## config.mk

```make
export PLATFORM = sky130hd
export DESIGN_NAME = bxtb_bounds
export DESIGN_NICKNAME = d
export VERILOG_FILES = /design/src/hw/rtl/bxtb_pkg.sv /design/src/hw/rtl/bxtb_bounds.sv
export SDC_FILE = /design/constraint.sdc
export NUM_CORES = 2
export LEC_CHECK = 0
export BUFFER_PORTS_ARGS = -buffer_cell sky130_fd_sc_hd__buf_2
export CORE_MARGIN = 2
export CORE_UTILIZATION = 40
export DETAILED_ROUTE_END_ITERATION = 8
export PLACE_DENSITY = 0.64
export SLEW_MARGIN = 20
export SYNTH_ARGS = -nofsm -noshare
export SYNTH_HDL_FRONTEND = slang
export SYNTH_SLANG_ARGS = --single-unit
```

## constraint.sdc

```tcl
create_clock -name clk -period 14.4 [get_ports clk]
set_input_delay 4.32 -clock clk [delete_from_list [all_inputs] [get_ports clk]]
set_output_delay 4.32 -clock clk [all_outputs]
set_load 0.01 [all_outputs]
```

## src/hw/rtl/bxtb_pkg.sv

```systemverilog
// ---------------------------------------------------------------------------
// bxtb_pkg
// Shared constants, types and helpers for the box transform bounds pipeline.
// ---------------------------------------------------------------------------
`default_nettype none

package bxtb_pkg;

	localparam int CoordWidthDefault = 32;
	localparam int FieldWidth = 32;
	localparam int RotWidth = 16;
	localparam int RotFrac = 14;
	localparam int RoundHalf = 8192;
	localparam int RowWidth = 48;
	localparam int NumCorners = 8;
	localparam int NumAxes = 3;
	localparam int CfgDataWidth = 64;
	localparam int CfgAddrWidth = 6;
	localparam int RegIdxLsb = 3;

	localparam logic [RowWidth-1:0] StageRotRow0Reset = 48'h0000_0000_4000;
	localparam logic [RowWidth-1:0] StageRotRow1Reset = 48'h0000_4000_0000;
	localparam logic [RowWidth-1:0] StageRotRow2Reset = 48'h4000_0000_0000;

	typedef enum logic [2:0] {
		REG_STAGE_ROT_ROW0 = 3'd0,
		REG_STAGE_ROT_ROW1 = 3'd1,
		REG_STAGE_ROT_ROW2 = 3'd2,
		REG_STAGE_ORIGIN_X = 3'd3,
		REG_STAGE_ORIGIN_Y = 3'd4,
		REG_STAGE_ORIGIN_Z = 3'd5
	} reg_idx_t;

	// travels with each word down the pipe
	typedef struct packed {
		logic valid;
		logic sat;
	} tag_t;

	function automatic logic [RotWidth-1:0] rot_entry(input logic [RowWidth-1:0] row,
		input logic [1:0] col);
		return row[col*RotWidth +: RotWidth];
	endfunction

endpackage

`default_nettype wire

```

## src/hw/rtl/bxtb_bounds.sv

```systemverilog
// ---------------------------------------------------------------------------
// bxtb_bounds
// Per-axis minimum and maximum over the eight corners as a registered tree,
// then the clamp to the 32-bit output range; the last stage is the output
// register.
// ---------------------------------------------------------------------------
`default_nettype none

module bxtb_bounds #(
	parameter int COORD_WIDTH = bxtb_pkg::CoordWidthDefault
) (
	input  logic clk,
	input  logic arst_n,
	input  bxtb_pkg::tag_t up_tag,
	output logic up_ready,
	input  logic [bxtb_pkg::NumCorners-1:0][2:0][COORD_WIDTH-1:0] glb,
	output bxtb_pkg::tag_t dn_tag,
	input  logic dn_ready,
	output logic [2:0][bxtb_pkg::FieldWidth-1:0] bnd_min,
	output logic [2:0][bxtb_pkg::FieldWidth-1:0] bnd_max
);

	localparam int CW = COORD_WIDTH;
	localparam int FW = bxtb_pkg::FieldWidth;
	localparam int NA = bxtb_pkg::NumAxes;

	bxtb_pkg::tag_t tag_s8, tag_s9;
	logic rdy_s8, rdy_s9;
	logic [2:0][3:0][CW-1:0] lo1_c, hi1_c;
	logic [2:0][1:0][CW-1:0] lo2_c, hi2_c;
	logic [2:0][1:0][CW-1:0] lo_s8, hi_s8;
	logic [1:0][2:0][CW-1:0] fin_c;
	logic [1:0][2:0][FW-1:0] out_c;
	logic [1:0][2:0] ovf_c;
	logic [2:0][FW-1:0] min_s9, max_s9;

	assign rdy_s9 = !tag_s9.valid || dn_ready;
	assign rdy_s8 = !tag_s8.valid || rdy_s9;
	assign up_ready = rdy_s8;

	for (genvar a = 0; a < NA; a++) begin : g_axis
		for (genvar j = 0; j < 4; j++) begin : g_lvl1
			assign lo1_c[a][j] = ($signed(glb[2*j][a]) < $signed(glb[2*j+1][a]))
				? glb[2*j][a] : glb[2*j+1][a];
			assign hi1_c[a][j] = ($signed(glb[2*j][a]) > $signed(glb[2*j+1][a]))
				? glb[2*j][a] : glb[2*j+1][a];
		end
		for (genvar j = 0; j < 2; j++) begin : g_lvl2
			assign lo2_c[a][j] = ($signed(lo1_c[a][2*j]) < $signed(lo1_c[a][2*j+1]))
				? lo1_c[a][2*j] : lo1_c[a][2*j+1];
			assign hi2_c[a][j] = ($signed(hi1_c[a][2*j]) > $signed(hi1_c[a][2*j+1]))
				? hi1_c[a][2*j] : hi1_c[a][2*j+1];
		end
		assign fin_c[0][a] = ($signed(lo_s8[a][0]) < $signed(lo_s8[a][1]))
			? lo_s8[a][0] : lo_s8[a][1];
		assign fin_c[1][a] = ($signed(hi_s8[a][0]) > $signed(hi_s8[a][1]))
			? hi_s8[a][0] : hi_s8[a][1];

		for (genvar m = 0; m < 2; m++) begin : g_out
			if (CW > FW) begin : g_clamp
				assign ovf_c[m][a] = fin_c[m][a][CW-1:FW-1] != {(CW-FW+1){fin_c[m][a][CW-1]}};
				assign out_c[m][a] = ovf_c[m][a]
					? (fin_c[m][a][CW-1] ? {1'b1, {(FW-1){1'b0}}} : {1'b0, {(FW-1){1'b1}}})
					: fin_c[m][a][FW-1:0];
			end else begin : g_ext
				assign ovf_c[m][a] = 1'b0;
				assign out_c[m][a] = FW'($signed(fin_c[m][a]));
			end
		end
	end

	always_ff @(posedge clk or negedge arst_n) begin
		if (!arst_n) begin
			tag_s8 <= '0;
			tag_s9 <= '0;
		end else begin
			if (rdy_s8) tag_s8 <= up_tag;
			if (rdy_s9) tag_s9 <= '{valid: tag_s8.valid, sat: tag_s8.sat | (|ovf_c)};
		end
	end

	always_ff @(posedge clk) begin
		if (rdy_s8 && up_tag.valid) begin
			lo_s8 <= lo2_c;
			hi_s8 <= hi2_c;
		end
		if (rdy_s9 && tag_s8.valid) begin
			min_s9 <= out_c[0];
			max_s9 <= out_c[1];
		end
	end

	assign dn_tag = tag_s9;
	assign bnd_min = min_s9;
	assign bnd_max = max_s9;

endmodule

`default_nettype wire

```

# After elaboration in Yosys (flattened, before gate mapping)
# Cells that the tools add are included.
# Widths: inputs -> output; s select.
dict set report op_classes {
  n_mux 42
  magnitude_cmp 42
  reduce_logical 6
}
# operator count
set op_table {}
lappend op_table {{$mux 32} 42}
lappend op_table {{$gt 32x32->1} 21}
lappend op_table {{$lt 32x32->1} 21}
lappend op_table {{$logic_and 1x1->1} 2}
lappend op_table {{$logic_not 1->1} 2}
lappend op_table {{$logic_or 1x1->1} 2}
dict set report word_totals {
  wordCells 112
  ff_bits 580
  output_inout_bits 195
}

# Depth between registers and ports, before layout
dict set report logic_depth {
  ltp_word 4
  mapped_depth 28
}

# Worst setup path after synthesis
# OpenSTA, ideal clock, no wires.
dict set report synth_timing {
  path_kind {input to register}
  start {input dn_ready}
  end {register hi_s8[0] (netlist bit) (enable)}
  path_stages 3
  slack_ns 0.342
  t_required_ns 13.603
  arrival_ns 13.261
  path_cell_list {nor2b_1 nand2_1 and2_1}
}
dict set report synth_between {
  elab_chain_len 3
}
# element line_no
set synth_lines {}
lappend synth_lines {{start: declaration} bxtb_bounds.sv:18} ;# input logic dn_ready,
lappend synth_lines {{$logic_or 1x1->1} bxtb_bounds.sv:37} ;# assign rdy_s9 = !tag_s9.valid || dn_ready;
lappend synth_lines {{$logic_or 1x1->1} bxtb_bounds.sv:38} ;# assign rdy_s8 = !tag_s8.valid || rdy_s9;
lappend synth_lines {{via up_ready} bxtb_bounds.sv:15} ;# output logic up_ready,
lappend synth_lines {{$logic_and 1x1->1} bxtb_bounds.sv:83} ;# if (rdy_s8 && up_tag.valid) begin
lappend synth_lines {{end signal: assignment} bxtb_bounds.sv:85} ;# hi_s8 <= hi2_c;
lappend synth_lines {{end: declaration} bxtb_bounds.sv:31} ;# logic [2:0][1:0][CW-1:0] lo_s8, hi_s8;
# The timed path passes the listed nets, and every way through them passes these cells.
# A chain may end at the register's enable or synchronous reset.

==> metrics.sh <==
SYN_AREA_SQ_UM=56100
PLACE.DETAILED.HPWL_MM=191
CLK_ROOT_BUFFER_CELL='sky130_fd_sc_hd__clkbuf_16'
LAYOUT_WORST_PATH_CYCLE_SHARE_PCT=77.8
RUN_STATUS='finished, final reports clean'
ROUTE.DETAILED.DRC=0
DIE-AREA_SQ_UM=143000
ROUTED_WIRE_LENGTH_PER_INSTANCE_MICRONS=26.2
FINAL-HOLD-VIOLATION-COUNT=0
CLOCK-SKEW-FINAL_NS=0.0254
FIRSTDRTPASSITERS=5
GRT_USE_TOTAL_PCT=30.3
SYNTHDISTINCTLIBCELLS=69
WORST_IR_DROP_VDD_mV=0.0912
TRITONCTS.NUM_BUFFERS=69
FINALWORSTPATHREQUIREDPERIOD_NS=11.21
VIA_COUNT=48400
DETAILEDROUTE.FIRSTITERATIONVIOLATIONS=3927
SYNTH_NETS=7388
WORST_PIN_SLEW_NS=1.11
COMBINATIONALPOWERSHARE_PCT=46.7
CLOCK_PIN_SLEW_REPORTED_FOR_THE_WORST_SETUP_AND_HOLD_PATHS_AFTER_CLOCK_TREE_SYNTHESIS_NS=0.06
MAXIMUM_NUMBER_OF_PINS_ON_ONE_NET_BEFORE_GLOBAL_ROUTE_REPAIR=156
GP_CONGESTION=1.00
SYNTH.TOP_CELL.AREA_SHARE_PCT=30.8
SYN_INST=5664
LAYOUT.NETS=8304
HP-CLASS='flop to flop'
POWER_DENSITY_nW_PER_UM2=131
ROUTE.DETAILED.VIAS_PER_INST=5.63
CRITPATHLAUNCHTYPE='input port'
LAYOUT_COMMON_CELLS='sky130_fd_sc_hd__buf_2 (967), sky130_fd_sc_hd__mux2i_1 (955), sky130_fd_sc_hd__ha_1 (951)'
DIEHEIGHT_MICRONS=379
FLOORPLAN.CORE_AREA_SQ_UM=139000
SYNTHARSTFLOPSHARE_PCT=0.690
AREA_GROWTH_SYN_TO_LAYOUT_PCT=17.1
POWER.INTERNAL_mW=5.18
LAYOUT_SETUP_WS_NS=3.19
CELLLEAKAGEPOWER_nW=33.6
BOUNDARYPINS=968
YS_DOMINANT_REG_CELL='sky130_fd_sc_hd__edfxtp_1'
CLOCKBUFFERDEPTH=3
TIMING.CRITICAL_PATH.FANOUT_MAX=26
SWSHARE_PCT=39.9
WORST_PATH_LARGEST_CELL_DELAY_NS=1.04
ROWS=137
CLOCK_POWER_SHARE_PCT=21.5
CTS.SINKS=580
CTS_SETUP_BUFFERS=0
CTS_TREE='done'
GRT_PASS1_WL_MM=313
ANTENNA_FOUND_INITIAL=147
END_KIND='flop'
MAX_CLOCK_FREQ_MHz=89.2
POST_LAYOUT_NONFILLER_INSTANCES=8596
PLACE_WORST_SETUP_SLACK_NS=2.78
POSTSYNTHREGISTERBITS=580
INITIAL_CORE_UTIL_PCT=40.3
DIE_WIDTH_MICRONS=379
IO_BUFFERS=967
PLACE_AREA_SQ_UM=63100
DRV_CAP=0
GRT_PASS1_VIAS=46100
TIMING.MAX_SLEW.REL_SLACK_PCT=24.2
POSTCTSHOLDBUFS=0
SETUP_REPAIR_AFTER_GLOBAL_ROUTING_MISSED_ITS_MARGIN='false'
DESIGN_AREA_SQ_UM=65700
NUMBER_OF_SYNTHESIZED_FLOPS_WITH_AN_ENABLE_PIN=576
SETUP_TNS_AFTER_FINAL_LAYOUT_NS=0
SEQ_AREA_FRAC_SYNTH_PCT=31.0
CRITICAL_PATH.N_BUFFERS_INVERTERS=4
MEAN_CELL_AREA_OF_THE_MAPPED_NETLIST_SQ_UM=9.91
ANT_NETS=0
SYNTH_TOP_AREA_CELL='sky130_fd_sc_hd__edfxtp_1'
POWER.SHARE.SEQUENTIAL_PCT=31.7
HTREEDEPTH=3
SETUP_CRIT_PATH_KIND='input port to flop'
CPMAXSTAGEDELAYCELL='sky130_fd_sc_hd__a2111oi_0'
P_SW_mW=3.44
POST_ROUTE_CELLS_DRIVE_ABOVE_1_SHARE_PCT=20.3
FINAL_MAX_SLEW_VIOL_COUNT=0
YOSYSWARNINGCOUNT=0
OVERFLOW=0
REPORT.FINAL.SETUP_VIOL=0
CP_DATA_ARRIVAL_TIME_NS=11.70
WORST_EP_REQUIRED_TIME_NS=14.90
YS_TOP_CELLS_BY_AREA='sky130_fd_sc_hd__edfxtp_1 (31%), sky130_fd_sc_hd__ha_1 (21%), sky130_fd_sc_hd__mux2i_1 (17%)'
CRITICAL-PATH-TOP-DELAY-FAMILY='compound AO/OA/AOI/OAI gates'
DP.CELLS=8384
WORSTSKEWPAIRLATENCY_NS=0.67
POST_CTS_RESIZED=0
FINAL_COMMON_CELL='sky130_fd_sc_hd__buf_2'
FINALWIRELENGTH_MM=226
FINAL.HOLD.WORST_SLACK_NS=0.499
area by class of cell:
cell class                 count  area [sq um]
clock inverter                44           500
fill                       13300         73600
inverter                     905          3400
multi-input combinational   4009         34800
timing repair buffer        1015          5230
clock buffer                  82          1840
antenna                       85           213
tap                         1876          2350
sequential                   580         17400
flip-flops by register name, indices dropped and copies added (netlist names):
name     flops
tag_s8       2
hi_s8      192
bnd_min     96
lo_s8      192
dn_tag       2
bnd_max     96
power groups by stage:
| stage | Combinational, mW | Sequential, mW | Clock, mW |
|---|---|---|---|
| floorplan | 2.62 | 2.65 | 0 |
| global placement | 3.90 | 2.76 | 0 |
| detailed placement | 3.95 | 2.75 | 0 |
| CTS | 3.98 | 2.73 | 1.88 |
| global route | 4.38 | 2.75 | 1.94 |
| finish | 4.02 | 2.74 | 1.86 |
worst register-to-register path: stages, from the launching register on:
cell and delay, ns:
sky130_fd_sc_hd__edfxtp_1 0.47, sky130_fd_sc_hd__ha_1 0.51, sky130_fd_sc_hd__nand4_1 0.17, sky130_fd_sc_hd__nor2_1 0.18, sky130_fd_sc_hd__nand3_1 0.13, sky130_fd_sc_hd__or3_1 0.48
sky130_fd_sc_hd__or4_1 0.62, sky130_fd_sc_hd__o31a_1 0.38, sky130_fd_sc_hd__a21oi_4 0.41, sky130_fd_sc_hd__buf_16 0.23, sky130_fd_sc_hd__mux2_2 0.37
Yosys cell counts (3+ instances only):
| cell | instances |
|---|---|
| sky130_fd_sc_hd__o41ai_1 | 4 |
| sky130_fd_sc_hd__nor2b_1 | 61 |
| sky130_fd_sc_hd__a221oi_1 | 15 |
| sky130_fd_sc_hd__o21a_1 | 33 |
| sky130_fd_sc_hd__nand4_1 | 181 |
| sky130_fd_sc_hd__dfrtp_1 | 4 |
| sky130_fd_sc_hd__a21oi_1 | 381 |
| sky130_fd_sc_hd__a21o_1 | 213 |
| sky130_fd_sc_hd__a31o_2 | 4 |
| sky130_fd_sc_hd__o21bai_1 | 3 |
| sky130_fd_sc_hd__a31oi_1 | 42 |
| sky130_fd_sc_hd__mux2i_1 | 956 |
| sky130_fd_sc_hd__nand2b_1 | 51 |
| sky130_fd_sc_hd__a2111oi_0 | 7 |
| sky130_fd_sc_hd__or3_1 | 10 |
| sky130_fd_sc_hd__mux2_2 | 172 |
| sky130_fd_sc_hd__or2_2 | 6 |
| sky130_fd_sc_hd__o31a_1 | 35 |
| sky130_fd_sc_hd__o32ai_1 | 5 |
| sky130_fd_sc_hd__clkbuf_1 | 101 |
| sky130_fd_sc_hd__xnor2_1 | 6 |
| sky130_fd_sc_hd__and3_1 | 8 |
| sky130_fd_sc_hd__buf_2 | 43 |
| sky130_fd_sc_hd__nor2_1 | 168 |
| sky130_fd_sc_hd__nand2_1 | 203 |
| sky130_fd_sc_hd__o221ai_1 | 6 |
| sky130_fd_sc_hd__o22ai_1 | 3 |
| sky130_fd_sc_hd__inv_1 | 905 |
| sky130_fd_sc_hd__or4_1 | 3 |
| sky130_fd_sc_hd__buf_1 | 20 |
| sky130_fd_sc_hd__mux2_1 | 28 |
| sky130_fd_sc_hd__o211ai_1 | 20 |
| sky130_fd_sc_hd__a211oi_1 | 34 |
| sky130_fd_sc_hd__and4_1 | 6 |
| sky130_fd_sc_hd__o21ai_0 | 227 |
| sky130_fd_sc_hd__nor3_1 | 31 |
| sky130_fd_sc_hd__buf_6 | 6 |
| sky130_fd_sc_hd__edfxtp_1 | 576 |
| sky130_fd_sc_hd__ha_1 | 951 |
| sky130_fd_sc_hd__nand3_1 | 66 |
| sky130_fd_sc_hd__o21ai_1 | 9 |
| sky130_fd_sc_hd__nor4_1 | 24 |
through the flow:
stage | util (%) | power [mW]
2_1_floorplan | - | 5.28
6_report | 47.2 | 8.62
3_3_place_gp | 45.3 | 6.66
5_1_grt | 47.1 | 9.07
4_1_cts | 47.0 | 8.59
3_5_place_dp | 45.3 | 6.70
routing by layer:
metal  vias to the layer above  share of wire, %  global-route usage, %
met4                        72               4.1                   13.4
met3                       454               8.5                   6.93
met5                         -              0.19                      0
met2                      1838                47                   50.2
li1                      22700                 -                      -
met1                     23400                40                   37.5
cells by family after synthesis:
logic type	Yosys count	share of synthesized area, %
mux	1158	21.1
compound gates	1066	11.7
xor+xnor	7	0.123
buf+inv	1075	7.37
flops	580	31.0
fa+ha+maj	951	21.2
simple gates	827	7.42
path summary, 6_finish.rpt:
path,from,endpoint,slack [ns],cells past startpoint
max,glb[299],hi_s8[21],3.19,25
min,tag_s8[0],dn_tag[0],0.50,2
max reg2reg,hi_s8[95],bnd_max[63],10.17,10
min reg2reg,tag_s8[0],dn_tag[0],0.50,2
max in group asynchronous,arst_n,tag_s8[0],10.79,1
min in group asynchronous,arst_n,dn_tag[0],3.48,1
Note: power is estimated with default switching activity, not from simulation.
